<file path="config.mk">
export PLATFORM = sky130hd
export DESIGN_NAME = stmd_horner
export DESIGN_NICKNAME = d
export VERILOG_FILES = /design/src/rtl/stmd_pkg.sv /design/src/rtl/stmd_horner.sv
export SDC_FILE = /design/constraint.sdc
export NUM_CORES = 2
export LEC_CHECK = 0
export BUFFER_PORTS_ARGS = -buffer_cell sky130_fd_sc_hd__clkbuf_2
export CORE_ASPECT_RATIO = 0.9
export CORE_MARGIN = 8
export CORE_UTILIZATION = 35
export DETAILED_ROUTE_END_ITERATION = 8
export HOLD_SLACK_MARGIN = 0.15
export PLACE_DENSITY = 0.62
export SETUP_SLACK_MARGIN = 0.05
export SLEW_MARGIN = 20
export SYNTH_ARGS = -nofsm -noshare
export SYNTH_HDL_FRONTEND = slang
export SYNTH_SLANG_ARGS = --single-unit
</file>
<file path="constraint.sdc">
create_clock -name clk_i -period 17.98 [get_ports clk_i]
set_clock_uncertainty 0.15 [all_clocks]
set_input_delay 1.798 -clock clk_i [delete_from_list [all_inputs] [get_ports clk_i]]
set_output_delay 1.798 -clock clk_i [all_outputs]
set_load 0.1 [all_outputs]
</file>
<file path="src/rtl/stmd_pkg.sv">
`default_nettype none

package stmd_pkg;

  localparam int unsigned ACC_W         = 64;
  localparam int unsigned TARGET_W      = 16;
  localparam int unsigned MAG_W         = TARGET_W + 1;
  localparam int unsigned SPEED_W       = 11;
  localparam int unsigned DUTY_W        = 8;
  localparam int unsigned CFG_IDX_W     = 8;
  localparam int unsigned CFG_DATA_W    = 11;
  localparam int unsigned NUM_COEF      = 7;
  localparam int unsigned COEF_SRC_FRAC = 56;
  // magnitude is scaled by 1/16 inside each multiply
  localparam int unsigned SPEED_SHIFT   = 4;

  localparam logic [CFG_IDX_W-1:0] REG_MIN_SPEED = CFG_IDX_W'(0);
  localparam logic [CFG_IDX_W-1:0] REG_MAX_SPEED = CFG_IDX_W'(1);
  localparam logic [CFG_IDX_W-1:0] REG_MIN_DUTY  = CFG_IDX_W'(2);
  localparam logic [CFG_IDX_W-1:0] REG_MAX_DUTY  = CFG_IDX_W'(3);

  localparam logic [SPEED_W-1:0] MIN_SPEED_RST = SPEED_W'(9);
  localparam logic [SPEED_W-1:0] MAX_SPEED_RST = SPEED_W'(150);
  localparam logic [DUTY_W-1:0]  MIN_DUTY_RST  = DUTY_W'(22);
  localparam logic [DUTY_W-1:0]  MAX_DUTY_RST  = DUTY_W'(255);

  localparam logic signed [ACC_W-1:0] ACC_MAX = {1'b0, {(ACC_W-1){1'b1}}};
  localparam logic signed [ACC_W-1:0] ACC_MIN = {1'b1, {(ACC_W-1){1'b0}}};

  // c0 .. c6 with 56 fraction bits
  localparam logic signed [ACC_W-1:0] COEF56 [NUM_COEF] = '{
    -64'sd1283716990539979945,
    64'sd391986610210082445,
    -64'sd16359796029611811,
    64'sd367248589658515,
    -64'sd4139050891645,
    64'sd22794778561,
    -64'sd48026386
  };

  typedef struct packed {
    logic [MAG_W-1:0] mag;
    logic             neg;
    logic             below;
    logic             above;
    logic             zero_cmd;
  } lane_t;

  typedef struct packed {
    logic              drive_a;
    logic              drive_b;
    logic [DUTY_W-1:0] duty;
    logic              out_of_range;
  } result_t;

  // coefficient k rounded half away from zero to frac fraction bits
  function automatic logic signed [ACC_W-1:0] coef_at(int unsigned k, int unsigned frac);
    logic signed [ACC_W-1:0] c;
    logic [ACC_W-1:0]        mag;
    int unsigned             s;
    c = COEF56[k];
    s = COEF_SRC_FRAC - frac;
    if (s == 0) begin
      return c;
    end
    mag = c[ACC_W-1] ? ('0 - $unsigned(c)) : $unsigned(c);
    mag = (mag + (ACC_W'(1) << (s - 1))) >> s;
    return c[ACC_W-1] ? $signed('0 - mag) : $signed(mag);
  endfunction

  function automatic logic signed [ACC_W-1:0] sat_sum(logic signed [ACC_W:0] x);
    if (x[ACC_W] != x[ACC_W-1]) begin
      return x[ACC_W] ? ACC_MIN : ACC_MAX;
    end
    return x[ACC_W-1:0];
  endfunction

endpackage

`default_nettype wire

</file>
<file path="src/rtl/stmd_horner.sv">
`default_nettype none

// one horner step: acc' = sat(sat(sat(q*m) + rem*m/16) + c_k), three stages
module stmd_horner #(
  parameter int unsigned COEF_FRAC_BITS = 48,
  parameter int unsigned K              = 0
) (
  input  wire logic                              clk_i,
  input  wire logic                              rst_ni,
  input  wire logic                              en_i,
  input  wire logic                              valid_i,
  input  wire logic signed [stmd_pkg::ACC_W-1:0] acc_i,
  input  wire stmd_pkg::lane_t                   lane_i,
  output logic                                   valid_o,
  output logic signed [stmd_pkg::ACC_W-1:0]      acc_o,
  output stmd_pkg::lane_t                        lane_o
);

  localparam int unsigned ACC_W  = stmd_pkg::ACC_W;
  localparam int unsigned MAG_W  = stmd_pkg::MAG_W;
  localparam int unsigned SH     = stmd_pkg::SPEED_SHIFT;
  localparam int unsigned Q_W    = ACC_W - SH;
  localparam int unsigned QLO_W  = Q_W / 2;
  localparam int unsigned QHI_W  = Q_W - QLO_W;
  localparam int unsigned PLO_W  = QLO_W + MAG_W;
  localparam int unsigned PHI_W  = QHI_W + MAG_W + 1;
  localparam int unsigned FULL_W = PHI_W + QLO_W + 1;
  localparam int unsigned REM_W  = SH + MAG_W;
  localparam logic signed [ACC_W-1:0] COEF = stmd_pkg::coef_at(K, COEF_FRAC_BITS);

  // stage a: split partial products
  logic                     valid_a_q;
  stmd_pkg::lane_t          lane_a_q;
  logic [PLO_W-1:0]         plo_d, plo_q;
  logic signed [PHI_W-1:0]  phi_d, phi_q;
  logic [MAG_W-1:0]         frac_d, frac_q;
  logic [QLO_W-1:0]         q_lo;
  logic signed [QHI_W-1:0]  q_hi;
  logic signed [MAG_W:0]    mag_s;
  logic [REM_W-1:0]         rem_prod;

  // floor(acc/16) is the arithmetic shift, remainder the low nibble
  assign q_lo     = acc_i[SH +: QLO_W];
  assign q_hi     = acc_i[ACC_W-1 -: QHI_W];
  assign mag_s    = $signed({1'b0, lane_i.mag});
  assign plo_d    = PLO_W'(q_lo) * PLO_W'(lane_i.mag);
  assign phi_d    = q_hi * mag_s;
  assign rem_prod = REM_W'(acc_i[SH-1:0]) * REM_W'(lane_i.mag);
  assign frac_d   = rem_prod[REM_W-1:SH];

  // stage b: rebuild product, saturate, add remainder part
  logic                     valid_b_q;
  stmd_pkg::lane_t          lane_b_q;
  logic signed [FULL_W-1:0] hi_ext, lo_ext, full;
  logic [FULL_W-ACC_W:0]    top_bits;
  logic signed [ACC_W-1:0]  prod_sat;
  logic signed [ACC_W-1:0]  sum_d, sum_q;

  assign hi_ext   = {{(FULL_W-PHI_W){phi_q[PHI_W-1]}}, phi_q};
  assign lo_ext   = $signed({{(FULL_W-PLO_W){1'b0}}, plo_q});
  assign full     = (hi_ext <<< QLO_W) + lo_ext;
  assign top_bits = full[FULL_W-1:ACC_W-1];
  assign prod_sat = ((&top_bits) || !(|top_bits)) ? full[ACC_W-1:0]
                  : (full[FULL_W-1] ? stmd_pkg::ACC_MIN : stmd_pkg::ACC_MAX);
  assign sum_d    = stmd_pkg::sat_sum({prod_sat[ACC_W-1], prod_sat}
                                      + $signed({{(ACC_W+1-MAG_W){1'b0}}, frac_q}));

  // stage c: add coefficient
  logic                     valid_c_q;
  stmd_pkg::lane_t          lane_c_q;
  logic signed [ACC_W-1:0]  acc_d, acc_q;

  assign acc_d = stmd_pkg::sat_sum({sum_q[ACC_W-1], sum_q} + {COEF[ACC_W-1], COEF});

  always_ff @(posedge clk_i or negedge rst_ni) begin
    if (!rst_ni) begin
      valid_a_q <= 1'b0;
      valid_b_q <= 1'b0;
      valid_c_q <= 1'b0;
    end else if (en_i) begin
      valid_a_q <= valid_i;
      valid_b_q <= valid_a_q;
      valid_c_q <= valid_b_q;
    end
  end

  always_ff @(posedge clk_i) begin
    if (en_i) begin
      lane_a_q <= lane_i;
      plo_q    <= plo_d;
      phi_q    <= phi_d;
      frac_q   <= frac_d;
      lane_b_q <= lane_a_q;
      sum_q    <= sum_d;
      lane_c_q <= lane_b_q;
      acc_q    <= acc_d;
    end
  end

  assign valid_o = valid_c_q;
  assign acc_o   = acc_q;
  assign lane_o  = lane_c_q;

endmodule

`default_nettype wire

</file>
After elaboration in Yosys (flattened, before gate mapping)
Index checks and enable logic that the tools add are counted.
{ "totals": {"ff_bits": 306, "inputBits": 89, "output_inout_bits": 86, "word_cells": 45} }
{ "classes": {"add_sub_neg": 3, "multipliers": 3, "eq_ne": 2, "n_mux": 10, "reduce_logical": 4} }
{ "ops": {"columns": ["cell", "n"], "rows": [
  ["$mux 64", 8],
  ["$add 78x48->79", 1],
  ["$add 64x18->65", 1],
  ["$add 64x54->65 const B", 1],
  ["$mul 30x18->48", 1],
  ["$mul 30x17->47", 1],
  ["$mul 4x17->21", 1],
  ["$reduce_and 16->1", 1],
  ["$reduce_or 16->1", 1],
  ["$mux 1", 2],
  ["$ne 1x1->1", 2],
  ["$logic_not 1->1", 1],
  ["$logic_or 1x1->1", 1]
]} }

Logic depth before layout (Yosys ltp)
{ "logic_depth": {"word_depth": 9, "ltp_mapped": 35, "ltp_nobuf": 30} }

Least setup slack after synthesis
No wires, ideal clock.
{ "synth_timing": {"path_type": "input port to flip-flop", "start": "input lane_i[6] in the netlist's numbering", "end": "register plo_q[46] (data pin)", "setup_ns": 0.259, "arrival_time_ns": 7.975, "t_required_ns": 17.571, "slack_ns": 9.596, "cell_stages": 24, "path_cell_list": "clkbuf_1 > clkbuf_1 > nand2_1 > fa_1 > inv_1 > fa_1 > fa_1 > inv_1 > fa_1 > fa_1 > inv_1 > fa_1 > ha_1 > a211oi_1 > o21bai_1 > a21oi_1 > a41o_1 > nand4_1 > a311o_1 > o31ai_1 > o211ai_1 > a221o_1 > a21oi_1 > xnor2_1"} }
{ "synth_between": {"elab_chain_len": 1} }
{ "synth_rtl": {"columns": ["element", "line", "text"], "rows": [
  ["from (decl)", "stmd_horner.sv:13", "input wire stmd_pkg::lane_t lane_i,"],
  ["$mul 30x17->47", "stmd_horner.sv:46", "assign plo_d = PLO_W'(q_lo) * PLO_W'(lane_i.mag);"],
  ["named net plo_d[46]", "stmd_horner.sv:34", "logic [PLO_W-1:0] plo_d, plo_q;"],
  ["to (signal assigned)", "stmd_horner.sv:90", "plo_q <= plo_d;"],
  ["to (decl)", "stmd_horner.sv:34", null]
]} }
The timed path passes the listed nets, and every way through them passes these cells.
A chain may end at the register's enable or synchronous reset.

Final worst setup path
{ "layout_timing": {"start": "register plo_q[38]", "end": "register sum_q[60] (data pin)"} }
{ "layout_between": {"elab_chain_len": 9, "word_cells_on_any_way": 13, "classes_between": "2 x add/sub; 1 x eq/ne; 6 x mux; 4 x reduce/logical"} }
{ "layout_rtl": {"columns": ["element", "line", "text"], "rows": [
  ["$add 78x48->79 (*)", "stmd_horner.sv:61", "assign full = (hi_ext <<< QLO_W) + lo_ext;"],
  ["$reduce_or 16->1", "stmd_horner.sv:63", "assign prod_sat = ((&top_bits) || !(|top_bits)) ? full[ACC_W-1:0]"],
  ["$logic_not 1->1", "stmd_horner.sv:63", null],
  ["$logic_or 1x1->1", "stmd_horner.sv:63", null],
  ["$mux 64 (*)", "stmd_horner.sv:63", null],
  ["$add 64x18->65 (*)", "stmd_horner.sv:66", "+ $signed({{(ACC_W+1-MAG_W){1'b0}}, frac_q}));"],
  ["$mux 64 or $ne 1x1->1 (tied branches)", "stmd_pkg.sv:73, stmd_pkg.sv:72", null],
  ["$mux 64 or $mux 1 (tied branches)", "stmd_pkg.sv:72", "if (x[ACC_W] != x[ACC_W-1]) begin"],
  ["$mux 64 (*)", "stmd_pkg.sv:75", "return x[ACC_W-1:0];"],
  ["named net sum_d[60]", "stmd_horner.sv:57", "logic signed [ACC_W-1:0] sum_d, sum_q;"],
  ["to (signal assigned)", "stmd_horner.sv:94", "sum_q <= sum_d;"],
  ["to (decl)", "stmd_horner.sv:57", null]
]} }
The timed path passes the listed nets; every way through them passes the cells marked *. The select of a mux whose other input is x is not followed.

==> results.sh <==
export IMPL_dieArea_mm2=0.1580
export IMPL_avgRoutedWirePerCell_um=18.23
export IMPL_hold_viol=0
export IMPL_synth_cell_types=92
export IMPL_drive_gt1_frac=0.05641
export IMPL_hold_buffers=0
export IMPL_critPathMaxStageDelay_ns=0.64
export IMPL_slew_headroom=0.3015
export IMPL_worstMarginPinSlew_ns=1.048
export IMPL_cts_tree="yes"
export IMPL_final_cell_mix="inv_1 (1117), fa_1 (941), nand2_1 (900)"
export IMPL_drt_wl_total_um=136100
export IMPL_postSynthCellCount=5480
export IMPL_hpwl_um=103900
export IMPL_htree_levels=2
export IMPL_final_core_util=0.3766
export IMPL_gp_congestion=0.8694
export IMPL_nets=6792
export IMPL_synth_area_mm2=0.05094
export IMPL_initial_core_util=0.3507
export IMPL_cp_max_fo=34
export IMPL_placed_area_mm2=0.05356
export IMPL_vias_per_cell=4.993
export IMPL_die_height_um=377.9
export IMPL_clockRootBuffer="clkbuf_16"
export IMPL_min_period_ns=9.437
export IMPL_ios=175
export IMPL_portBuffers=174
export IMPL_drc=0
export IMPL_syn_nets=6803
export IMPL_cp_end_kind="register"
export IMPL_ys_async_sr_fraction=0.009804
export IMPL_rsz0062_at_grt="false"
export IMPL_finalCritPeriodShare=0.5249
export IMPL_final_antenna_net_count=0
export IMPL_crit_type="register to register"
export IMPL_tns_ns=0
export IMPL_rows=133
export IMPL_setup_violations=0
export IMPL_final_common_cell="inv_1"
export IMPL_cts_resized=0
export IMPL_crit_path_start_kind="register"
export IMPL_drt_iter0_drc=2842
export IMPL_grt_max_degree=108
export IMPL_post_cts_buffers=0
export IMPL_grt_use_total=0.1730
export IMPL_grt_overflow=0
export IMPL_clock_latency_ns=0.59
export IMPL_syn_avg_cell_area_um2=9.296
export IMPL_drv_slew=0
export IMPL_maxCapViolations=0
export IMPL_hold_path_class="register to register"
export IMPL_area_growth_pct=7.390
export IMPL_path_clk_slew_ns=0.06
export IMPL_fillCellCount=14527
export IMPL_grt_pass1_vias=39431
export IMPL_synthFlopType="edfxtp_1"
export IMPL_dr_total_vias=37269
export IMPL_clockBufferDepth=3
export IMPL_synth_seq_cells=306
export IMPL_ys_seq_area_frac=0.1801
export IMPL_ys_warn_count=0
export IMPL_antenna_found_initial=24
export IMPL_core_area_mm2=0.1453
export IMPL_grt_pass1_wl_um=219900
export IMPL_worst_ep_required_time_ns=18.24
export IMPL_critPathSlowestCell="o21a_1"
export IMPL_synth_edff_count=303
export IMPL_status="completed"
export IMPL_cp_data_arrival_time_ns=9.70
export IMPL_cts_buffers=35
export IMPL_whs_ns=0.2626
export IMPL_die_w_um=418.2
export IMPL_dr_pass1_iters=6
export IMPL_fin_area_mm2=0.05471
export IMPL_max_freq_ghz=0.1060
export IMPL_clock_sink_count=306
## path summary, 6_finish.rpt
path / depth (start not counted) / slack [ns] / to / startpoint
max: 30 / 8.54 / sum_q[60]$_DFFE_PP_ / plo_q[38]$_DFFE_PP_
min: 0 / 0.26 / lane_o[13]$_DFFE_PP_ / lane_b_q[13]$_DFFE_PP_
max reg2reg: 30 / 8.54 / sum_q[60]$_DFFE_PP_ / plo_q[38]$_DFFE_PP_
min reg2reg: 0 / 0.26 / lane_o[13]$_DFFE_PP_ / lane_b_q[13]$_DFFE_PP_
max in group asynchronous: 1 / 16.68 / valid_o$_DFFE_PN0P_ / rst_ni
min in group asynchronous: 1 / 0.88 / valid_a_q$_DFFE_PN0P_ / rst_ni
## cell type report
cell class / instances / area [um2] / area share
antenna: 12 / 30.03 / 0.0005489
clock buffer: 37 / 883.3 / 0.01615
clock inverter: 26 / 237.7 / 0.004345
inverter: 1117 / 4193 / 0.07664
multi-input combinational: 3804 / 36630 / 0.6695
sequential: 306 / 9174 / 0.1677
tap: 1957 / 2449 / 0.04476
timing repair buffer: 205 / 1114 / 0.02035
## critical path, delay by kind of cell (launching register included)
| family | cells | cell delay (ns) |
|---|---|---|
| buf+inv | 3 | 0.69 |
| simple gates | 8 | 2.25 |
| fa+ha+maj | 3 | 1.01 |
| compound gates | 16 | 4.62 |
| flops | 1 | 0.49 |
## per-stage QoR
step | instances | setup slack (ns)
after floorplan | 5480 | 9.596
after global routing | 7456 | 7.870
final | 7464 | 8.543
after detailed placement | 7389 | 8.320
after CTS | 7452 | 8.597
after global placement | 7389 | 8.373
## routing by layer
layer  routed length, um  global-route usage  vias up
li1                    -                   -    16921
met1               60820              0.2373    18935
met2               61310              0.2809     1154
met3                9698             0.03130      241
met4                4116             0.04988       18
met5                 126                   0        -
## synth_stat cells (34+ instances only)
cell type     n  share of area
xnor2_1     135          0.023
clkbuf_1    235          0.017
ha_1        293          0.072
nand2_1     900          0.066
and2_1      334          0.041
nor3_1       65         0.0064
edfxtp_1    303           0.18
a21o_1       47         0.0069
xor2_1       84          0.014
o21ai_0     125          0.012
fa_1        941           0.37
inv_1      1117          0.082
nor2_1      208          0.015
nand4_1      34         0.0042
nand3_1      60         0.0059
a21oi_1     150          0.015
o21a_1       43         0.0063
## sequential cells by signal (all words and copies together) (netlist names)
signal and count:
valid_a_q 1, frac_q 17, valid_o 1, lane_o 21
phi_q 48, sum_q 64, lane_a_q 21, acc_o 64
plo_q 47, lane_b_q 21, valid_b_q 1
## cell families (layout without fill, tap and decap cells)
logic type / count (synthesis) / count (layout) / share of synthesized area
flip-flops: 306 / 306 / 0.1801
adder cells (fa/ha/maj): 1234 / 1234 / 0.4417
AO/OA/AOI/OAI: 559 / 559 / 0.07238
other: 0 / 12 / 0
XOR/XNOR: 220 / 220 / 0.03797
buffers and inverters: 1370 / 1385 / 0.1014
AND/OR/NAND/NOR: 1776 / 1776 / 0.1633
multiplexers: 15 / 15 / 0.003095
Power is left out: the tool's default activity adds up to more than one toggle a clock period on the data nets, which glitch-free logic cannot reach.
