$ cat config.mk
export PLATFORM = sky130hd
export DESIGN_NAME = stmd_out_flat
export DESIGN_NICKNAME = d
export VERILOG_FILES = /design/src/rtl/stmd_pkg.sv /design/src/rtl/stmd_if.sv /design/src/rtl/stmd_out.sv /design/src/flat_wrapper.sv
export SDC_FILE = /design/constraint.sdc
export NUM_CORES = 1
export LEC_CHECK = 0
export BUFFER_PORTS_ARGS = -buffer_cell sky130_fd_sc_hd__buf_2
export CAP_MARGIN = 20
export CORE_ASPECT_RATIO = 0.8
export CORE_MARGIN = 3
export CORE_UTILIZATION = 40
export DETAILED_ROUTE_END_ITERATION = 7
export PLACE_DENSITY = 0.71
export SLEW_MARGIN = 5
export SYNTH_ARGS = -nofsm -noshare
export SYNTH_HDL_FRONTEND = slang
export SYNTH_SLANG_ARGS = --single-unit
$ cat constraint.sdc
create_clock -name clk_i -period 4.4 [get_ports clk_i]
set_input_delay 0.22 -clock clk_i [delete_from_list [all_inputs] [get_ports clk_i]]
set_output_delay 0.22 -clock clk_i [all_outputs]
set_load 0.005 [all_outputs]
$ cat src/rtl/stmd_pkg.sv
`default_nettype none

package stmd_pkg;

  localparam int unsigned ACC_W         = 64;
  localparam int unsigned TARGET_W      = 16;
  localparam int unsigned MAG_W         = TARGET_W + 1;
  localparam int unsigned SPEED_W       = 11;
  localparam int unsigned DUTY_W        = 8;
  localparam int unsigned CFG_IDX_W     = 8;
  localparam int unsigned CFG_DATA_W    = 11;
  localparam int unsigned NUM_COEF      = 7;
  localparam int unsigned COEF_SRC_FRAC = 56;
  // magnitude is scaled by 1/16 inside each multiply
  localparam int unsigned SPEED_SHIFT   = 4;

  localparam logic [CFG_IDX_W-1:0] REG_MIN_SPEED = CFG_IDX_W'(0);
  localparam logic [CFG_IDX_W-1:0] REG_MAX_SPEED = CFG_IDX_W'(1);
  localparam logic [CFG_IDX_W-1:0] REG_MIN_DUTY  = CFG_IDX_W'(2);
  localparam logic [CFG_IDX_W-1:0] REG_MAX_DUTY  = CFG_IDX_W'(3);

  localparam logic [SPEED_W-1:0] MIN_SPEED_RST = SPEED_W'(9);
  localparam logic [SPEED_W-1:0] MAX_SPEED_RST = SPEED_W'(150);
  localparam logic [DUTY_W-1:0]  MIN_DUTY_RST  = DUTY_W'(22);
  localparam logic [DUTY_W-1:0]  MAX_DUTY_RST  = DUTY_W'(255);

  localparam logic signed [ACC_W-1:0] ACC_MAX = {1'b0, {(ACC_W-1){1'b1}}};
  localparam logic signed [ACC_W-1:0] ACC_MIN = {1'b1, {(ACC_W-1){1'b0}}};

  // c0 .. c6 with 56 fraction bits
  localparam logic signed [ACC_W-1:0] COEF56 [NUM_COEF] = '{
    -64'sd1283716990539979945,
    64'sd391986610210082445,
    -64'sd16359796029611811,
    64'sd367248589658515,
    -64'sd4139050891645,
    64'sd22794778561,
    -64'sd48026386
  };

  typedef struct packed {
    logic [MAG_W-1:0] mag;
    logic             neg;
    logic             below;
    logic             above;
    logic             zero_cmd;
  } lane_t;

  typedef struct packed {
    logic              drive_a;
    logic              drive_b;
    logic [DUTY_W-1:0] duty;
    logic              out_of_range;
  } result_t;

  // coefficient k rounded half away from zero to frac fraction bits
  function automatic logic signed [ACC_W-1:0] coef_at(int unsigned k, int unsigned frac);
    logic signed [ACC_W-1:0] c;
    logic [ACC_W-1:0]        mag;
    int unsigned             s;
    c = COEF56[k];
    s = COEF_SRC_FRAC - frac;
    if (s == 0) begin
      return c;
    end
    mag = c[ACC_W-1] ? ('0 - $unsigned(c)) : $unsigned(c);
    mag = (mag + (ACC_W'(1) << (s - 1))) >> s;
    return c[ACC_W-1] ? $signed('0 - mag) : $signed(mag);
  endfunction

  function automatic logic signed [ACC_W-1:0] sat_sum(logic signed [ACC_W:0] x);
    if (x[ACC_W] != x[ACC_W-1]) begin
      return x[ACC_W] ? ACC_MIN : ACC_MAX;
    end
    return x[ACC_W-1:0];
  endfunction

endpackage

`default_nettype wire

$ cat src/rtl/stmd_if.sv
`default_nettype none


interface stmd_out_if;
  logic                          valid;
  logic                          ready;
  logic                          drive_a;
  logic                          drive_b;
  logic [stmd_pkg::DUTY_W-1:0]   duty;
  logic                          out_of_range;

  modport source (output valid, output drive_a, output drive_b, output duty,
                  output out_of_range, input ready);
  modport sink   (input valid, input drive_a, input drive_b, input duty,
                  input out_of_range, output ready);
endinterface


`default_nettype wire

$ cat src/rtl/stmd_out.sv
`default_nettype none

// duty scaling and clamp, then output register with one skid entry
module stmd_out #(
  parameter int unsigned COEF_FRAC_BITS = 48
) (
  input  wire logic                              clk_i,
  input  wire logic                              rst_ni,
  input  wire logic                              valid_i,
  input  wire logic signed [stmd_pkg::ACC_W-1:0] acc_i,
  input  wire stmd_pkg::lane_t                   lane_i,
  input  wire logic [stmd_pkg::DUTY_W-1:0]       min_duty_i,
  input  wire logic [stmd_pkg::DUTY_W-1:0]       max_duty_i,
  output logic                                   en_o,
  stmd_out_if.source                             out_o
);

  localparam int unsigned ACC_W  = stmd_pkg::ACC_W;
  localparam int unsigned DUTY_W = stmd_pkg::DUTY_W;
  localparam int unsigned RAW_W  = ACC_W - COEF_FRAC_BITS;

  logic [ACC_W-1:0]  acc_mag;
  logic [RAW_W-1:0]  raw;
  logic              raw_neg;
  logic [DUTY_W-1:0] poly_duty;
  logic              off;
  stmd_pkg::result_t res_d, out_q, skid_q;

  // truncate toward zero: shift the magnitude
  assign acc_mag = acc_i[ACC_W-1] ? ('0 - $unsigned(acc_i)) : $unsigned(acc_i);
  assign raw     = acc_mag[ACC_W-1:COEF_FRAC_BITS];
  assign raw_neg = acc_i[ACC_W-1] && (raw != '0);

  always_comb begin
    if (raw_neg || (raw < RAW_W'(min_duty_i))) begin
      poly_duty = min_duty_i;
    end else if (raw > RAW_W'(max_duty_i)) begin
      poly_duty = max_duty_i;
    end else begin
      poly_duty = raw[DUTY_W-1:0];
    end
  end

  assign off = lane_i.below || lane_i.above || lane_i.zero_cmd;

  always_comb begin
    res_d.drive_a      = !off && !lane_i.neg;
    res_d.drive_b      = !off && lane_i.neg;
    res_d.out_of_range = off;
    if (lane_i.below) begin
      res_d.duty = min_duty_i;
    end else if (lane_i.above) begin
      res_d.duty = max_duty_i;
    end else begin
      res_d.duty = poly_duty;
    end
  end

  logic out_valid_q, out_valid_d;
  logic skid_valid_q, skid_valid_d;
  logic pop, push, load_out, load_skid, out_from_skid;

  assign en_o = !skid_valid_q;
  assign pop  = out_valid_q && out_o.ready;
  assign push = valid_i && !skid_valid_q;

  always_comb begin
    out_valid_d   = out_valid_q;
    skid_valid_d  = skid_valid_q;
    load_out      = 1'b0;
    load_skid     = 1'b0;
    out_from_skid = 1'b0;
    if (skid_valid_q) begin
      if (pop) begin
        load_out      = 1'b1;
        out_from_skid = 1'b1;
        skid_valid_d  = 1'b0;
      end
    end else if (push) begin
      if (!out_valid_q || pop) begin
        load_out    = 1'b1;
        out_valid_d = 1'b1;
      end else begin
        load_skid    = 1'b1;
        skid_valid_d = 1'b1;
      end
    end else if (pop) begin
      out_valid_d = 1'b0;
    end
  end

  always_ff @(posedge clk_i or negedge rst_ni) begin
    if (!rst_ni) begin
      out_valid_q  <= 1'b0;
      skid_valid_q <= 1'b0;
    end else begin
      out_valid_q  <= out_valid_d;
      skid_valid_q <= skid_valid_d;
    end
  end

  always_ff @(posedge clk_i) begin
    if (load_skid) begin
      skid_q <= res_d;
    end
    if (load_out) begin
      out_q <= out_from_skid ? skid_q : res_d;
    end
  end

  assign out_o.valid        = out_valid_q;
  assign out_o.drive_a      = out_q.drive_a;
  assign out_o.drive_b      = out_q.drive_b;
  assign out_o.duty         = out_q.duty;
  assign out_o.out_of_range = out_q.out_of_range;

endmodule

`default_nettype wire

$ cat src/flat_wrapper.sv
// flat-port wrapper written by rule: the top's interface ports become plain ports
module stmd_out_flat 
#(
  parameter int unsigned COEF_FRAC_BITS = 48
)
  (clk_i, rst_ni, valid_i, acc_i, lane_i, min_duty_i, max_duty_i, en_o, out_o_valid, out_o_drive_a, out_o_drive_b, out_o_duty, out_o_out_of_range, out_o_ready);
  stmd_out_if out_o_i ();
  input  wire logic clk_i;
  input  wire logic rst_ni;
  input  wire logic valid_i;
  input  wire logic signed [stmd_pkg::ACC_W-1:0] acc_i;
  input  wire stmd_pkg::lane_t lane_i;
  input  wire logic [stmd_pkg::DUTY_W-1:0] min_duty_i;
  input  wire logic [stmd_pkg::DUTY_W-1:0] max_duty_i;
  output logic en_o;
  output wire logic [$bits(out_o_i.valid)-1:0] out_o_valid;
  output wire logic [$bits(out_o_i.drive_a)-1:0] out_o_drive_a;
  output wire logic [$bits(out_o_i.drive_b)-1:0] out_o_drive_b;
  output wire logic [$bits(out_o_i.duty)-1:0] out_o_duty;
  output wire logic [$bits(out_o_i.out_of_range)-1:0] out_o_out_of_range;
  input wire logic [$bits(out_o_i.ready)-1:0] out_o_ready;
  assign out_o_valid = out_o_i.valid;
  assign out_o_drive_a = out_o_i.drive_a;
  assign out_o_drive_b = out_o_i.drive_b;
  assign out_o_duty = out_o_i.duty;
  assign out_o_out_of_range = out_o_i.out_of_range;
  assign out_o_i.ready = out_o_ready;
  stmd_out #(.COEF_FRAC_BITS(COEF_FRAC_BITS)) u_core (.clk_i(clk_i), .rst_ni(rst_ni), .valid_i(valid_i), .acc_i(acc_i), .lane_i(lane_i), .min_duty_i(min_duty_i), .max_duty_i(max_duty_i), .en_o(en_o), .out_o(out_o_i));
endmodule
### Yosys cells after proc, flatten, opt, wreduce, memory -nomap -nowiden

Index checks and enable logic that the tools add are counted.

| storage, ports and cells | value |
|---|---|
| register bits after elaboration | 24 |

| operators by class | value |
|---|---|
| add/sub/neg operators | 1 |
| magnitude comparators | 2 |
| equal/unequal tests | 1 |
| mux-type cells | 19 |
| bitwise gates (word level) | 1 |
| reductions and logical operators | 16 |

Operator list:

| kind | count |
|---|---|
| $mux 64 | 1 |
| $sub 1x64->64 const A | 1 |
| $mux 8 | 4 |
| $gt 16x8->1 | 1 |
| $lt 16x8->1 | 1 |
| $reduce_bool 16->1 | 1 |
| $mux 1 | 13 |
| $mux 11 | 1 |
| $logic_and 1x1->1 | 5 |
| $logic_not 1->1 | 4 |
| $logic_or 1x1->1 | 4 |
| $reduce_and 3->1 | 1 |
| $ne 2x2->1 const B | 1 |
| $reduce_bool 2->1 | 1 |
| $not 1->1 | 1 |

### Longest topological paths before layout

| depth | value |
|---|---|
| depth after elaboration | 9 |
| depth in mapped cells | 18 |

### Least setup slack after synthesis

Ideal clock, no wire load.

| path | value |
|---|---|
| kind | input port to flip-flop |
| start point | input acc_i[23] (netlist bit) |
| end point | register u_core.out_q (netlist bit u_core.out_o.duty[7]), data pin |
| library setup time | 0.260 ns |
| data arrival time | 3.758 ns |
| setup slack | 0.383 ns |
| cell stages on the path | 15 |
| buffers on the path | 1 |
| path through | nor4_1 > nand4_1 > or4_1 > buf_2 > or4_4 > nand2_1 > xnor2_1 > ha_1 > nand4_1 > a21oi_1 > a2111oi_0 > o211ai_2 > mux2i_1 > o211ai_1 > mux2_2 |

RTL lines:

| item | line | source |
|---|---|---|
| from (decl) | flat_wrapper.sv:11 | `input wire logic signed [stmd_pkg::ACC_W-1:0] acc_i;` |
| to (signal assigned) | stmd_out.sv:107 | `out_q <= out_from_skid ? skid_q : res_d;` |
| to (decl) | stmd_out.sv:27 | `stmd_pkg::result_t res_d, out_q, skid_q;` |

### Final worst setup path

| path | value |
|---|---|
| start point | input acc_i[23] (netlist bit) |
| end point | register u_core.out_q (netlist bit u_core.out_o.duty[2]), data pin |

| between the ends | value |
|---|---|
| cells in the longest elaborated chain, start to end | 9 |

RTL lines:

| item | line | source |
|---|---|---|
| $sub 1x64->64 * | stmd_out.sv:30 | `assign acc_mag = acc_i[ACC_W-1] ? ('0 - $unsigned(acc_i)) : $unsigned(acc_i);` |
| $mux 64 * | stmd_out.sv:30 |  |
| parallel branches: the longest is 3 deep, another holds $gt 16x8->1 | - |  |
| $mux 8 * | stmd_out.sv:35 | `if (raw_neg \|\| (raw < RAW_W'(min_duty_i))) begin` |
| $mux 8 * | stmd_out.sv:52 | `end else if (lane_i.above) begin` |
| $mux 8 * | stmd_out.sv:50 | `if (lane_i.below) begin` |
| $mux 11 * | stmd_out.sv:107 |  |

Every way passes the cells marked *.
A chain may end at the register's enable or synchronous reset.

==> results.ini <==
[run]
cap_violations=0

[die]
std_cell_rows=24
die_height_um=75.41
coreArea_um2=5645
fp.dieW_um=92.76
num_io_pins=118
dieArea_um2=6994
start_util_pct=42.66

[detailed_routing]
first_iter_violations=158
avgRoutedWirePerCell_um=15.55
dr.pass1.iters=4
final_antenna_net_count=0
drc_errors=0
wirelength_um=6903
viasPerCell=5.514
vias=2448

[synth]
synth_seq_cells=24
ys_seq_area_share_pct=29.51
ys_warn_count=0
synth.cells.most_frequent=edfxtp_1 (22), inv_1 (22), nand2_1 (20), nor4_1 (19)
synth_top_cell_by_area=edfxtp_1
synth_edf_count=22
netlist_instances=262
synthArstFlopShare_pct=8.333
synth_top_area_share_pct=27.43
syn-cell-area_um2=2409
synth_ff_type=edfxtp_1
syn_nets=382
ys_types=53
synthTopCellsByArea=edfxtp_1 (27%), ha_1 (7.8%), nor4_1 (4.9%)
syn_avg_cell_area_um2=9.193

[global_routing]
track_usage_pct=19.63
grt_antenna_before_repair=0
grt_max_degree=20
grt_pass1_wl_um=11010
grt_pass1_vias=2330
overflow=0

[timing]
skew_ns=0.005830
report.final.slew_viol_count=0
worstMarginPinSlew_ns=1.067
hold_ws_ns=0.1702
layout_setup_ws_ns=0.3714
maxSlewHeadroom_pct=28.86
setup_violations=0
rsz0062_at_grt=false
post-route-period-util_pct=91.56
post-route-min-period_ns=4.029
report.final.hold_viol_count=0
tns_ns=0
fmax_mhz=248.2

[clocking]
htree_levels=1
cts_buffers=3
cts.root.buffer_cell=clkbuf_8
cts_setup_buffers=0
clk_pin_slew_worst_paths_ns=0.08
clock_latency_ns=0.27
clock-sinks=24
clockBufferDepth=2
cts_tree=yes

[finish]
drive_above_1_share_pct=37.16
area_delta_synth_final_pct=28.42
fin_util_pct=54.79
fin_area_um2=3093
n_antenna_cell=0
nets=487

[placement]
pre_cts_ws_ns=0.003816
dpl_cell_area_um2=3034
gp_congestion=0.8984
dp_hpwl_um=5810
portBuffers=100

[run_status]
outcome=finished, final reports clean

[setup_path]
worst_ep_arrival_time_ns=4.02
worst_setup_path_start_kind=input pin
worst-path-max-fanout=7
endpoint_kind=flip-flop
critPathRequiredTime_ns=4.39
critPathKind=input pin to flip-flop

[power_and_ir_drop]
p_leak_nw=1.347
p_comb_share_pct=42.0
p_switching_mw=0.2814
powerDensity_nw_per_um2=268.4
ir_drop_mv=0.1707
p_seq_share_pct=42.3
pwr-share-clk_pct=15.7
internal_power_mw=0.5486
power_switching_share_pct=33.91

[min_path]
hold_class=input pin to flip-flop

==> kinds of logic after synthesis <==
| logic type | after synthesis | share of synthesized area, % |
|---|---|---|
| compound gates | 73 | 25.77 |
| xor+xnor | 10 | 3.637 |
| fa+ha+maj | 15 | 7.792 |
| buf+inv | 34 | 5.715 |
| flops | 24 | 29.51 |
| mux | 13 | 5.818 |
| simple gates | 93 | 21.77 |
==> state kept, by name, summed over array words and instances, names as in the netlist <==
register,count
u_core.skid_q,11
u_core.out_o.duty,8
u_core.out_o.drive_a,1
u_core.out_o.drive_b,1
u_core.out_o.out_of_range,1
u_core.out_o.valid,1
u_core.skid_valid_q,1
==> repair_timing <==
action	in CTS	in global routing
hold buffers	1	0
gates resized for setup	0	1
endpoints found under the setup margin	0	14
hold endpoints to repair	2	0
==> critical path, cell delays in order <==
cell	delay, ns
buf_2	0.10
nor4_1	0.27
nand4_1	0.17
or4_4	0.60
or4_4	0.51
nand2_1	0.10
xnor2_1	0.10
ha_1	0.31
nand4_1	0.12
o31a_1	0.29
a41oi_1	0.22
nor2_1	0.10
a221oi_4	0.32
and2_0	0.17
buf_4	0.16
o31a_1	0.17
o221ai_2	0.11
==> routing by layer <==
layer	global-route usage [%]	share of wire, %	routed length [um]	vias to the layer above
li1	-	-	-	1238
met1	27.28	46	3204	1127
met2	34.00	48	3299	81
met3	3.060	5.6	387	2
met4	2.114	0.17	12	0
met5	0	0	0	-
==> power by group through the flow <==
stage | Combinational (mW) | Clock [mW] | Sequential [mW]
floorplan | 0.198 | 0 | 0.361
global placement | 0.339 | 0 | 0.355
detailed placement | 0.347 | 0 | 0.358
CTS | 0.350 | 0.133 | 0.352
global route | 0.390 | 0.140 | 0.357
finish | 0.348 | 0.130 | 0.351
==> final cells by class <==
class                           instances  area, um2
Fill cell                             527       2552
Multi-Input combinational cell        204       1564
Sequential cell                        24      710.7
Timing Repair Buffer                  112      593.1
Tap cell                               78      97.59
Inverter                               22      82.58
Clock buffer                            3      41.29
Clock inverter                          1      3.754
==> through the flow <==
stage	total power [mW]	std cells
final	0.8300	444
after CTS	0.8351	444
after floorplan	0.5595	262
after detailed placement	0.7051	439
after global routing	0.8879	444
after global placement	0.6938	439
==> path summary, 6_finish.rpt <==
check	cells after the start	from	end	slack, ns
max	17	acc_i[23]	u_core.out_o.duty[2]$_DFFE_PP_	0.37
max in group asynchronous	2	rst_ni	u_core.skid_valid_q$_DFF_PN0_	4.02
min in group asynchronous	2	rst_ni	u_core.out_o.valid$_DFFE_PN0P_	0.29
min reg2reg	2	u_core.skid_q[4]$_DFFE_PP_	u_core.out_o.duty[3]$_DFFE_PP_	0.53
max reg2reg	4	u_core.out_o.valid$_DFFE_PN0P_	u_core.out_o.duty[2]$_DFFE_PP_	2.45
min	2	out_o_ready	u_core.skid_valid_q$_DFF_PN0_	0.17
==> placed cells by master (no fill, tap or decap), types with 2 or more instances in the layout <==
master	Yosys	layout
a2111oi_0	2	2
a211o_1	2	2
a21o_1	2	2
a21oi_1	11	11
a22oi_1	8	8
a41oi_1	2	2
and3_1	5	5
buf_2	2	100
buf_4	0	11
clkbuf_8	0	3
dfrtp_1	2	2
edfxtp_1	22	22
ha_1	15	15
inv_1	22	22
mux2_2	4	4
mux2i_1	8	8
nand2_1	20	20
nand3_1	5	5
nand4_1	7	7
nor2_1	15	15
nor2b_1	5	5
nor3_1	4	4
nor3b_1	2	2
nor4_1	19	19
nor4_2	3	3
o211ai_1	2	2
o21ai_0	15	15
o221ai_2	7	7
o31a_1	8	8
o31ai_1	2	2
or3_1	2	2
or4_4	1	2
xnor2_1	9	9
Power figures use the tool's default switching activity.
