--- config.mk ---
export PLATFORM = sky130hd
export DESIGN_NAME = stmd_front
export DESIGN_NICKNAME = d
export VERILOG_FILES = /design/src/rtl/stmd_pkg.sv /design/src/rtl/stmd_front.sv
export SDC_FILE = /design/constraint.sdc
export NUM_CORES = 1
export LEC_CHECK = 0
export ABC_AREA = 1
export ABC_CLOCK_PERIOD_IN_PS = 980
export BUFFER_PORTS_ARGS = -buffer_cell sky130_fd_sc_hd__buf_2
export CAP_MARGIN = 20
export CORE_MARGIN = 1.5
export CORE_UTILIZATION = 45
export DETAILED_ROUTE_END_ITERATION = 8
export PLACE_DENSITY_LB_ADDON = 0.12
export SLEW_MARGIN = 40
export SYNTH_ARGS = -nofsm -noshare
export SYNTH_HDL_FRONTEND = slang
export SYNTH_SLANG_ARGS = --single-unit
--- constraint.sdc ---
create_clock -name clk_i -period 0.98 [get_ports clk_i]
set_input_delay 0.196 -clock clk_i [delete_from_list [all_inputs] [get_ports clk_i]]
set_output_delay 0.196 -clock clk_i [all_outputs]
set_load 0.02 [all_outputs]
--- src/rtl/stmd_pkg.sv ---
`default_nettype none

package stmd_pkg;

  localparam int unsigned ACC_W         = 64;
  localparam int unsigned TARGET_W      = 16;
  localparam int unsigned MAG_W         = TARGET_W + 1;
  localparam int unsigned SPEED_W       = 11;
  localparam int unsigned DUTY_W        = 8;
  localparam int unsigned CFG_IDX_W     = 8;
  localparam int unsigned CFG_DATA_W    = 11;
  localparam int unsigned NUM_COEF      = 7;
  localparam int unsigned COEF_SRC_FRAC = 56;
  // magnitude is scaled by 1/16 inside each multiply
  localparam int unsigned SPEED_SHIFT   = 4;

  localparam logic [CFG_IDX_W-1:0] REG_MIN_SPEED = CFG_IDX_W'(0);
  localparam logic [CFG_IDX_W-1:0] REG_MAX_SPEED = CFG_IDX_W'(1);
  localparam logic [CFG_IDX_W-1:0] REG_MIN_DUTY  = CFG_IDX_W'(2);
  localparam logic [CFG_IDX_W-1:0] REG_MAX_DUTY  = CFG_IDX_W'(3);

  localparam logic [SPEED_W-1:0] MIN_SPEED_RST = SPEED_W'(9);
  localparam logic [SPEED_W-1:0] MAX_SPEED_RST = SPEED_W'(150);
  localparam logic [DUTY_W-1:0]  MIN_DUTY_RST  = DUTY_W'(22);
  localparam logic [DUTY_W-1:0]  MAX_DUTY_RST  = DUTY_W'(255);

  localparam logic signed [ACC_W-1:0] ACC_MAX = {1'b0, {(ACC_W-1){1'b1}}};
  localparam logic signed [ACC_W-1:0] ACC_MIN = {1'b1, {(ACC_W-1){1'b0}}};

  // c0 .. c6 with 56 fraction bits
  localparam logic signed [ACC_W-1:0] COEF56 [NUM_COEF] = '{
    -64'sd1283716990539979945,
    64'sd391986610210082445,
    -64'sd16359796029611811,
    64'sd367248589658515,
    -64'sd4139050891645,
    64'sd22794778561,
    -64'sd48026386
  };

  typedef struct packed {
    logic [MAG_W-1:0] mag;
    logic             neg;
    logic             below;
    logic             above;
    logic             zero_cmd;
  } lane_t;

  typedef struct packed {
    logic              drive_a;
    logic              drive_b;
    logic [DUTY_W-1:0] duty;
    logic              out_of_range;
  } result_t;

  // coefficient k rounded half away from zero to frac fraction bits
  function automatic logic signed [ACC_W-1:0] coef_at(int unsigned k, int unsigned frac);
    logic signed [ACC_W-1:0] c;
    logic [ACC_W-1:0]        mag;
    int unsigned             s;
    c = COEF56[k];
    s = COEF_SRC_FRAC - frac;
    if (s == 0) begin
      return c;
    end
    mag = c[ACC_W-1] ? ('0 - $unsigned(c)) : $unsigned(c);
    mag = (mag + (ACC_W'(1) << (s - 1))) >> s;
    return c[ACC_W-1] ? $signed('0 - mag) : $signed(mag);
  endfunction

  function automatic logic signed [ACC_W-1:0] sat_sum(logic signed [ACC_W:0] x);
    if (x[ACC_W] != x[ACC_W-1]) begin
      return x[ACC_W] ? ACC_MIN : ACC_MAX;
    end
    return x[ACC_W-1:0];
  endfunction

endpackage

`default_nettype wire

--- src/rtl/stmd_front.sv ---
`default_nettype none

module stmd_front #(
  parameter int unsigned COEF_FRAC_BITS = 48
) (
  input  wire logic                                  clk_i,
  input  wire logic                                  rst_ni,
  input  wire logic                                  en_i,
  input  wire logic                                  valid_i,
  input  wire logic signed [stmd_pkg::TARGET_W-1:0]  target_i,
  input  wire logic [stmd_pkg::SPEED_W-1:0]          min_speed_i,
  input  wire logic [stmd_pkg::SPEED_W-1:0]          max_speed_i,
  output logic                                       valid_o,
  output logic signed [stmd_pkg::ACC_W-1:0]          acc_o,
  output stmd_pkg::lane_t                            lane_o
);

  localparam int unsigned MAG_W = stmd_pkg::MAG_W;
  localparam int unsigned PAD_W = MAG_W - stmd_pkg::SPEED_W - stmd_pkg::SPEED_SHIFT;

  logic             valid_q;
  stmd_pkg::lane_t  lane_d, lane_q;
  logic [MAG_W-1:0] mag;
  logic [MAG_W-1:0] lo_bound;
  logic [MAG_W-1:0] hi_bound;
  logic [MAG_W-1:0] raw_ext;

  assign raw_ext  = {1'b0, $unsigned(target_i)};
  // two's complement magnitude, -32768 gives 32768
  assign mag      = target_i[stmd_pkg::TARGET_W-1] ? ((MAG_W'(1) << stmd_pkg::TARGET_W) - raw_ext)
                                                   : raw_ext;
  assign lo_bound = {{PAD_W{1'b0}}, min_speed_i, {stmd_pkg::SPEED_SHIFT{1'b0}}};
  assign hi_bound = {{PAD_W{1'b0}}, max_speed_i, {stmd_pkg::SPEED_SHIFT{1'b0}}};

  always_comb begin
    lane_d.mag      = mag;
    lane_d.neg      = target_i[stmd_pkg::TARGET_W-1];
    lane_d.below    = mag < lo_bound;
    lane_d.above    = mag > hi_bound;
    lane_d.zero_cmd = mag == '0;
  end

  always_ff @(posedge clk_i or negedge rst_ni) begin
    if (!rst_ni) begin
      valid_q <= 1'b0;
    end else if (en_i) begin
      valid_q <= valid_i;
    end
  end

  always_ff @(posedge clk_i) begin
    if (en_i) begin
      lane_q <= lane_d;
    end
  end

  assign valid_o = valid_q;
  assign lane_o  = lane_q;
  // horner starts from the leading coefficient
  assign acc_o   = stmd_pkg::coef_at(stmd_pkg::NUM_COEF - 1, COEF_FRAC_BITS);

endmodule

`default_nettype wire

-- After elaboration in Yosys (flattened, before gate mapping)
Cells that the tools add are included.
- multipliers: 0
- muxes and demuxes: 1
- bitwise operators: 0
- magnitude comparators: 2
- reduce and logical (&&, ||, !) cells: 1
- equal/unequal tests: 0
- divide/modulo/power cells: 0
- shift-type cells: 0
- add/sub/neg operators: 1
- operator list (operator ; number):
    $gt A17 B15 Y1 ; 1
    $logic_not A17 Y1 ; 1
    $lt A17 B15 Y1 ; 1
    $mux W17 ; 1
    $sub A17 B16 Y17 const A ; 1
- bits in latches: 0
- bits in read-only memories: 0
- RAM bits: 0
- memories: 0
- output and inout bits: 86
- register bits: 22
- bits of input ports: 42
- logic and storage cells: 11

-- Logic depth before layout (Yosys ltp)
Gate-level depths: netlist of the first run.
- depth after elaboration: 3
- depth in mapped cells: 15
- depth with buffers taken out: 15

-- Worst setup path before layout of the first run
OpenSTA, ideal clock, no wires.
- kind: input to register
- start point: in target_i[0] in the netlist's numbering
- end point: reg lane_q (netlist bit lane_o[1]) (data pin)
- library setup time: 0.255 ns
- path slack: -1.159 ns
- buffers on the path: 0
- stages: 15
- arrival time: 1.883 ns
- data required time: 0.725 ns
- path through: inv_1 -> ha_1 -> nand3_1 -> nand2_2 -> nand2_1 -> xor2_1 -> ha_1 -> a21oi_1 -> o21ai_0 -> o21ai_0 -> nand3_1 -> nand2_1 -> nand2_1 -> nand2_1 -> a21oi_2
- RTL lines (item ; line ; source):
    start: declaration ; stmd_front.sv:10 ; input wire logic signed [stmd_pkg::TARGET_W-1:0] target_i,
    end signal: assignment ; stmd_front.sv:53 ; lane_q <= lane_d;
    end: declaration ; stmd_front.sv:22 ; stmd_pkg::lane_t lane_d, lane_q;

==> results of run 1 <==
## registers in the layout, indices dropped and copies added, names as in the netlist
| name | count |
|---|---|
| lane_o | 21 |
| valid_o | 1 |
## cells by family (layout without fill, tap and decap cells)
kind of cell,after synthesis,count (layout),synth area share (%)
buf+inv,116,185,30.08
simple gates,98,98,21.54
flops,22,22,28.87
fa+ha+maj,19,19,10.47
compound gates,17,17,4.353
xor+xnor,10,10,3.857
other cells,2,65,0.3307
mux,1,1,0.4958
## layout make-up
class	instances	area, µm²
fill	369	1146
inverter	51	221.5
clock buffer	4	55.05
sequential	22	655.6
timing repair buffer	130	1033
multi-input combinational	210	1590
tap	67	83.83
## power groups by stage
| stage | combinational [µW] | sequential, µW | clock, µW |
|---|---|---|---|
| 5_1_grt | 1920 | 1190 | 695 |
| 6_report | 1780 | 1180 | 654 |
| 3_5_place_dp | 1320 | 1180 | 0 |
| 3_3_place_gp | 1300 | 1180 | 0 |
| 2_1_floorplan | 886 | 1310 | 0 |
| 4_1_cts | 1590 | 1170 | 669 |
## per-layer routing
| layer | wire length (µm) | vias up | GRT usage [%] |
|---|---|---|---|
| li1 | - | 1041 | - |
| met1 | 2299 | 987 | 24.47 |
| met2 | 3042 | 95 | 37.10 |
| met3 | 341 | 8 | 1.355 |
| met4 | 76 | 0 | 6.584 |
| met5 | 0 | - | 0 |
## placed cells by master, fill, tap and decap left out, types with 5 or more instances in the layout
master	n
nand2_1	22
nand2_2	12
buf_6	28
ha_4	7
a21oi_1	5
conb_1	65
edfxtp_1	21
xor2_2	6
nand4_1	6
buf_4	55
nand3_4	5
nand3_1	15
inv_1	41
nand2_4	6
nor2_1	8
ha_1	12
buf_2	41
inv_2	6
nand3_2	5
nor2_4	9
## per-stage QoR
stage	util (%)	hold WS [ps]
final	76.05	123.6
after global routing	76.05	118.1
after CTS	71.35	118.5
after detailed placement	60.24	-28.03
after global placement	60.24	-28.93
after floorplan	-	-99.59
## final timing paths
path,startpoint,cells after the start,to,slack [ps]
setup / recovery,target_i[0],16,lane_o[1],-940
hold / removal,target_i[0],1,lane_o[4],120
setup reg to reg,valid_o,2,valid_o,100
hold reg to reg,valid_o,2,valid_o,630
max in group asynchronous,rst_ni,2,valid_o,670
min in group asynchronous,rst_ni,2,valid_o,230
## worst register-to-register path, cell delays in order (launching register included)
cell	delay, ps
dfrtp_1	390
buf_4	130
mux2_2	250
## what timing repair did
item	4_1_cts	5_1_grt
endpoints found under the hold margin	1	0
setup buffers	13	9
hold buffers	1	0
resized for setup	71	51
pin swaps	33	18
endpoints found under the setup margin	37	38
==> impl_metrics.env, run 1 <==
export IMPL_cts_tree="built"
export IMPL_crit_fanout=4
export IMPL_finalMaxSlewViolations=0
export IMPL_path_clk_slew_ps=80
export IMPL_setup_violations_final=28
export IMPL_grt_max_degree=22
export IMPL_period_share_pct=195.9
export IMPL_rows=25
export IMPL_cts_sink_count=22
export IMPL_dp_cells=459
export IMPL_ant_nets=0
export IMPL_synthFlopType="edfxtp_1"
export IMPL_htree_levels=1
export IMPL_ys_ff_latch=22
export IMPL_place_ws_ps=-1408
export IMPL_hold_path_class="input port to flop"
export IMPL_critPathSlowestCell="ha_4"
export IMPL_violations="setup timing"
export IMPL_p_comb_share_pct=49.2
export IMPL_grt_pass1_wl_um=8480
export IMPL_setup_tns_ps=-5028
export IMPL_synth_commonest_cells="buf_4, inv_1, nand2_1"
export IMPL_drt_iter0_markers=92
export IMPL_grt_usage_pct=20.03
export IMPL_status="complete, but fails checks"
export IMPL_crit_family="simple AND/OR/NAND/NOR gates"
export IMPL_worstSetupPathType="input port to flop"
export IMPL_power_uw=3610
export IMPL_core_area_um2=4786
export IMPL_dieArea_um2=5482
export IMPL_hold_viol_final=0
export IMPL_layout_setup_ws_ps=-940.1
export IMPL_clk_latency_ps=260
export IMPL_pwr_share_clk_pct=18.1
export IMPL_ir_worst_vdd_v=0.0004981
export IMPL_start_kind="input port"
export IMPL_synth_edf_count=21
export IMPL_yosysSeqAreaShare_pct=28.87
export IMPL_min_period_ps=1920
export IMPL_skew_ps=0
export IMPL_areaGrowthSynthToFinish_pct=60.28
export IMPL_drc=0
export IMPL_crit_chain="buf_8 -> inv_8 -> ha_4 -> nand3_4 -> nand2_8 -> nand2_4 -> xor2_4 -> ha_4 -> a21oi_2 -> o21ai_1 -> o21ai_1 -> nand3_1 -> nand2_1 -> nand2_1 -> nand2_2 -> a21oi_2"
export IMPL_gp_congestion=0.8932
export IMPL_p_seq_share_pct=32.7
export IMPL_fmax_mhz=520.8
export IMPL_antenna_found_initial=0
export IMPL_nNetsFinal=479
export IMPL_wl_per_cell_um=11.90
export IMPL_max_clock_path_buffers=2
export IMPL_finalWirelength_um=5760
export IMPL_synthesis_area_um2=2271
export IMPL_swShare_pct=37.11
export IMPL_power_leakage_uw=0.001837
export IMPL_crit_path_max_incr_delay_ps=260
export IMPL_rsz0062_at_grt="true"
export IMPL_postSynthAreaPerCell_um2=7.968
export IMPL_yosys_area_top_type="edfxtp_1"
export IMPL_p_int_uw=2271
export IMPL_port_buffers=63
export IMPL_syn_inst=285
export IMPL_hpwl_um=4087
export IMPL_switchingPower_uw=1340
export IMPL_max_cap_violations=0
export IMPL_critPathBufInv=2
export IMPL_synth_cell_types=26
export IMPL_yosysTopAreaCellShare_pct=27.77
export IMPL_drive_gt1_share_pct=49.88
export IMPL_vias_per_cell=4.403
export IMPL_final_area_um2=3640
export IMPL_pin_count=128
export IMPL_grt_overflow_total=0
export IMPL_fp_dieW_um=74.04
export IMPL_worstPathArrival_ps=1940
export IMPL_first_pass_iters=4
export IMPL_worst_setup_path_end_kind="flop"
export IMPL_yosys_warnings=0
export IMPL_vias=2131
export IMPL_dieHeight_um=74.04
export IMPL_cp_required_ps=1000
export IMPL_grt_pass1_vias=1929
export IMPL_cts_made_buffers=3
export IMPL_root_buffer="clkbuf_8"
export IMPL_asyncSetResetFlopFracSynth_pct=4.545
export IMPL_diodes=0
export IMPL_fin_cells=484
export IMPL_yosysMostFrequentCell="buf_4"
export IMPL_power_density_nw_per_um2=991.9
export IMPL_initial_utilization_pct=47.45
export IMPL_synth_area_leaders="edfxtp_1, buf_4, ha_1"
export IMPL_dpl_instance_area_um2=2883
Note: power is estimated with default switching activity, not from simulation.
==> run 2, diff against run 1 <==
--- a/config.mk
+++ b/config.mk
@@ -6,11 +6,11 @@
 export NUM_CORES = 1
 export LEC_CHECK = 0
 export ABC_AREA = 1
-export ABC_CLOCK_PERIOD_IN_PS = 980
+export ABC_CLOCK_PERIOD_IN_PS = 1720
 export BUFFER_PORTS_ARGS = -buffer_cell sky130_fd_sc_hd__buf_2
 export CAP_MARGIN = 20
 export CORE_MARGIN = 1.5
-export CORE_UTILIZATION = 45
+export CORE_UTILIZATION = 41
 export DETAILED_ROUTE_END_ITERATION = 8
 export PLACE_DENSITY_LB_ADDON = 0.12
 export SLEW_MARGIN = 40
==> constraint.sdc (replaced) <==
create_clock -name clk_i -period 1.72 [get_ports clk_i]
set_input_delay 0.344 -clock clk_i [delete_from_list [all_inputs] [get_ports clk_i]]
set_output_delay 0.344 -clock clk_i [all_outputs]
set_load 0.02 [all_outputs]
==> run 2 against run 1 <==
  * Hold slack improved by 150 ps
  * Clock-buffer cell count unchanged
  * The flow still finishes with violations (setup timing)
  * Final area is 8.8% lower
  * Highest routed layer unchanged
  * Routed wire length decreased by 8.0%
  * Sequential cell count unchanged
  * Setup slack better by 620 ps
  * Sequential share of layout area increased by 1.7 points
==> impl_metrics.env, run 2 (synthesis gave the netlist of run 1 again) <==
export IMPL_status="complete, but fails checks"
export IMPL_violations="setup timing"
export IMPL_vias_per_cell=4.191
export IMPL_fmax_mhz=489.8
export IMPL_met3_length_um=277
export IMPL_grt_pass1_wl_um=8162
export IMPL_layout_setup_ws_ps=-321.8
export IMPL_rows=26
export IMPL_worst_setup_path_end_kind="flop"
export IMPL_gp_congestion=0.8763
export IMPL_cts_tree="built"
export IMPL_critPathSlowestCell="ha_4"
export IMPL_power_density_nw_per_um2=577.5
export IMPL_crit_fanout=4
export IMPL_worstPathArrival_ps=2070
export IMPL_power_leakage_uw=0.001755
export IMPL_power_uw=1918
export IMPL_skew_ps=0
export IMPL_vias=2020
export IMPL_clk_latency_ps=260
export IMPL_rsz0062_at_grt="true"
export IMPL_fin_cells=482
export IMPL_nNetsFinal=474
export IMPL_grt_max_degree=15
export IMPL_final_cell_mix="conb_1, buf_4, buf_2"
export IMPL_max_clock_path_buffers=2
export IMPL_hold_viol_final=0
export IMPL_port_buffers=63
export IMPL_drive_gt1_share_pct=44.66
export IMPL_dieArea_um2=5995
export IMPL_fp_dieW_um=77.43
export IMPL_max_cap_violations=0
export IMPL_grt_pass1_vias=1823
export IMPL_finalWirelength_um=5299
export IMPL_layout_commonest_cell="conb_1"
export IMPL_finalMaxSlewViolations=0
export IMPL_dpl_instance_area_um2=2853
export IMPL_worstSetupPathType="input port to flop"
export IMPL_crit_chain="buf_2 -> nor2_4 -> nand3_4 -> nor2_4 -> a31oi_2 -> xor2_2 -> ha_4 -> nand3_4 -> nor2_4 -> nand3_2 -> nor3_2 -> nor2_1"
export IMPL_min_period_ps=2042
export IMPL_first_pass_iters=4
export IMPL_worst_path_most_repeated_cell="nor2_4"
export IMPL_fin_util_pct=63.40
export IMPL_cp_required_ps=1750
export IMPL_ant_nets=0
export IMPL_core_area_um2=5238
export IMPL_initial_utilization_pct=43.36
export IMPL_dieHeight_um=77.43
export IMPL_crit_path_max_incr_delay_ps=310
export IMPL_antenna_found_initial=0
export IMPL_wl_per_cell_um=10.99
export IMPL_dp_cells=465
export IMPL_whs_ps=271.5
export IMPL_dr_max_layer_used="met4"
export IMPL_pin_count=128
export IMPL_grt_overflow_total=0
export IMPL_final_area_um2=3321
export IMPL_largest_reg_flops=21
export IMPL_drc=0
export IMPL_wl_met1_um=2218
export IMPL_diodes=0
export IMPL_hold_path_class="input port to flop"
export IMPL_cts_made_buffers=3
export IMPL_areaGrowthSynthToFinish_pct=46.23
export IMPL_drt_iter0_markers=52
export IMPL_reg2reg_slack_ps=980
export IMPL_wl_met2_um=2663
export IMPL_period_share_pct=118.7
export IMPL_ir_worst_vdd_v=0.0002991
export IMPL_grt_usage_pct=17.25
export IMPL_root_buffer="clkbuf_8"
export IMPL_cts_sink_count=22
export IMPL_setup_violations_final=3
export IMPL_path_clk_slew_ps=80
export IMPL_start_kind="input port"
export IMPL_hpwl_um=4156
export IMPL_htree_levels=1
## run 2: worst paths after layout
kind                                  end         from  cells past startpoint
worst min-delay path            lane_o[4]  target_i[0]                      1
min in group asynchronous         valid_o       rst_ni                      2
worst max-delay path            lane_o[2]  target_i[7]                     12
max in group asynchronous         valid_o       rst_ni                      2
worst max register to register    valid_o      valid_o                      1
worst min register to register    valid_o      valid_o                      1
## run 2: metal layers
layer / up-vias / GRT usage (%)
li1: 1029 / -
met1: 898 / 20.52
met2: 84 / 31.05
met3: 9 / 1.412
met4: 0 / 8.364
met5: - / 0
## run 2: timing repair
item / in CTS / in global routing
hold buffers: 1 / 0
endpoints found under the hold margin: 1 / 0
resized for setup: 48 / 16
endpoints found under the setup margin: 2 / 4
pin swaps: 34 / 26
buffers inserted: 11 / 3
## run 2: critical path, delay by kind of cell
kind	cells	cell delay, ps
adder cells (fa/ha/maj)	1	310
XOR/XNOR	1	200
buffers and inverters	1	120
AND/OR/NAND/NOR	8	960
AO/OA/AOI/OAI	1	120
## run 2: stage by stage
| stage | TNS, ps | worst slack [ps] |
|---|---|---|
| final | -733.5 | -321.8 |
| after global routing | -1124 | -433.9 |
| after CTS | -568.9 | -284.2 |
| after detailed placement | -1847 | -741.8 |
| after global placement | -1804 | -734.6 |
| after floorplan | -719.7 | -375.2 |
## run 2: power by group
group	internal [µW]	switching [µW]	total, µW
sequential	650	10.5	661
combinational	353	531	884
clock	204	169	373
## run 2: cell type report
type / instances / area (µm²)
multi-input cells: 210 / 1471
fillers: 471 / 1917
inverters: 51 / 215.2
clock buffers: 4 / 55.05
well taps: 70 / 87.58
repair buffers: 125 / 835.8
flip-flops and latches: 22 / 655.6
==> run 3, diff against run 2 <==
--- a/config.mk
+++ b/config.mk
@@ -6,11 +6,11 @@
 export NUM_CORES = 1
 export LEC_CHECK = 0
 export ABC_AREA = 1
-export ABC_CLOCK_PERIOD_IN_PS = 1720
+export ABC_CLOCK_PERIOD_IN_PS = 2000
 export BUFFER_PORTS_ARGS = -buffer_cell sky130_fd_sc_hd__buf_2
 export CAP_MARGIN = 20
 export CORE_MARGIN = 1.5
-export CORE_UTILIZATION = 41
+export CORE_UTILIZATION = 45
 export DETAILED_ROUTE_END_ITERATION = 8
 export PLACE_DENSITY_LB_ADDON = 0.12
 export SLEW_MARGIN = 40
==> constraint.sdc (replaced) <==
create_clock -name clk_i -period 2 [get_ports clk_i]
set_input_delay 0.4 -clock clk_i [delete_from_list [all_inputs] [get_ports clk_i]]
set_output_delay 0.4 -clock clk_i [all_outputs]
set_load 0.02 [all_outputs]
==> run 3 against run 2 <==
  * The run still ends with setup timing left
  * Critical path depth up 3
  * Sequential cell count stayed put
  * Largest power group unchanged
  * Non-clock buffer count is 7 lower
  * Clock-buffer cell count is the same
  * Hold slack better by 62 ps
  * Via count up 1.6%
  * Clock skew unchanged
  * Die area is 8.6% lower
  * Global-route usage up 0.83 points
  * Core utilization rose by 4.1 points
==> impl_metrics.env, run 3 (synthesis gave the netlist of run 1 again) <==
export IMPL_status="complete, but fails checks"
export IMPL_violations="setup timing"
export IMPL_final_area_um2=3229
export IMPL_drc=0
export IMPL_p_seq_share_pct=34.9
export IMPL_power_density_nw_per_um2=504.8
export IMPL_max_clock_path_buffers=2
export IMPL_setup_violations_final=2
export IMPL_switchingPower_uw=607.0
export IMPL_diodes=0
export IMPL_grt_overflow_total=0
export IMPL_port_buffers=63
export IMPL_drt_iter0_markers=93
export IMPL_cp_required_ps=2030
export IMPL_worst_setup_path_end_kind="flop"
export IMPL_min_period_ps=2135
export IMPL_root_buffer="clkbuf_8"
export IMPL_reg2reg_slack_ps=1260
export IMPL_period_share_pct=106.7
export IMPL_htree_levels=1
export IMPL_p_comb_share_pct=45.3
export IMPL_final_cell_mix="conb_1, buf_2, buf_4"
export IMPL_p_int_uw=1023
export IMPL_fin_util_pct=67.48
export IMPL_pwr_share_clk_pct=19.7
export IMPL_largest_reg_flops=21
export IMPL_vias_per_cell=4.350
export IMPL_nNetsFinal=467
export IMPL_regToRegStartpoint="valid_o"
export IMPL_worstHoldPathCells=1
export IMPL_hpwl_um=4170
export IMPL_n_fill_cell=425
export IMPL_start_kind="input port"
export IMPL_power_leakage_uw=0.001702
export IMPL_max_cap_violations=0
export IMPL_cts_made_buffers=3
export IMPL_path_clk_slew_ps=80
export IMPL_layout_commonest_cell="conb_1"
export IMPL_critPathBufInv=4
export IMPL_ir_worst_vdd_v=0.0002912
export IMPL_cts_tree="built"
export IMPL_grt_pass1_wl_um=7583
export IMPL_fp_dieW_um=74.04
export IMPL_vias=2053
export IMPL_drive_gt1_share_pct=43.95
export IMPL_reg2reg_to="valid_o"
export IMPL_critPathSlowestCell="xor2_2"
export IMPL_initial_utilization_pct=47.45
export IMPL_wl_per_cell_um=11.04
export IMPL_cts_sink_count=22
export IMPL_rsz0062_at_grt="true"
export IMPL_pin_count=128
export IMPL_dieArea_um2=5482
export IMPL_layout_setup_ws_ps=-134.9
export IMPL_grt_pass1_vias=1756
export IMPL_clk_latency_ps=270
export IMPL_hold_start="target_i[0]"
export IMPL_worstSetupPathType="input port to flop"
export IMPL_gp_congestion=0.8280
export IMPL_antenna_found_initial=0
export IMPL_dpl_instance_area_um2=2804
export IMPL_whs_endpoint="lane_o[4]"
export IMPL_rows=25
export IMPL_first_pass_iters=4
export IMPL_grt_max_degree=17
export IMPL_worstPathArrival_ps=2170
export IMPL_grt_usage_pct=18.07
export IMPL_hold_viol_final=0
export IMPL_finalWirelength_um=5209
export IMPL_power_uw=1630
export IMPL_swShare_pct=37.24
export IMPL_skew_ps=0
export IMPL_crit_family="simple AND/OR/NAND/NOR gates"
export IMPL_fmax_mhz=468.4
export IMPL_ant_nets=0
export IMPL_crit_fanout=4
export IMPL_crit_path_max_incr_delay_ps=270
export IMPL_areaGrowthSynthToFinish_pct=42.20
export IMPL_rr_worst_depth=1
export IMPL_core_area_um2=4786
export IMPL_hold_path_class="input port to flop"
export IMPL_dieHeight_um=74.04
export IMPL_crit_chain="buf_2 -> nor2_2 -> nand3_4 -> nand2_8 -> nand2_4 -> a21oi_4 -> xor2_2 -> buf_6 -> ha_1 -> nand3_1 -> inv_1 -> nand2_1 -> inv_1 -> nand2_1 -> a21oi_2"
export IMPL_finalMaxSlewViolations=0
export IMPL_whs_ps=333.2
-- run 3: changes by cell type in the layout (fill, tap and decap cells not counted), moves of 2 or more --
cell / change
nand2_4: -2
buf_2: +3
a21oi_2: +2
nor2_2: +2
buf_4: -10
a21oi_1: -2
-- run 3: layout make-up --
type / instances / area [µm²] / share of cell area, %
Multi-Input combinational cell: 210 / 1453 / 44.98
Tap cell: 67 / 83.83 / 2.596
Timing Repair Buffer: 118 / 767.0 / 23.75
Clock buffer: 4 / 55.05 / 1.705
Sequential cell: 22 / 655.6 / 20.30
Inverter: 51 / 215.2 / 6.664
-- run 3: stage by stage --
stage               setup TNS, ps  instances  setup WS [ps]
global placement            -1015        456         -508.4
global route               -451.1        472         -228.4
finish                     -229.0        472         -134.9
floorplan                  -271.7        348         -151.2
detailed placement          -1004        456         -497.2
CTS                        -179.9        465         -91.62
-- run 3: worst max-delay path by stage --
stage                startpoint         to  slack (ps)  cells past startpoint
floorplan           target_i[1]  lane_o[2]        -150                     14
global placement    target_i[1]  lane_o[1]        -510                     16
detailed placement  target_i[1]  lane_o[1]        -500                     16
CTS                 target_i[4]  lane_o[1]         -90                     14
global route        target_i[2]  lane_o[1]        -230                     15
finish              target_i[2]  lane_o[1]        -130                     15
-- run 3: power by group through the flow --
stage	clock (µW)	combinational [µW]	sequential (µW)
after CTS	329	669	570
after floorplan	0	428	643
after global placement	0	621	579
final	322	739	569
after detailed placement	0	630	580
after global routing	342	809	574
-- run 3: repair_timing --
item	CTS	global route
pin swaps	23	30
setup buffers	4	8
hold endpoints to repair	1	0
setup endpoints to repair	2	2
gates resized for setup	19	35
hold buffers	1	0
-- run 3: per-layer routing --
metal / global-route usage [%] / wire length [µm] / up-vias / part of all wire (%)
li1: - / - / 1024 / -
met1: 22.35 / 2181 / 921 / 42
met2: 33.04 / 2574 / 101 / 49
met3: 1.220 / 359 / 7 / 6.9
met4: 6.173 / 93 / 0 / 1.8
met5: 0 / 0 / - / 0
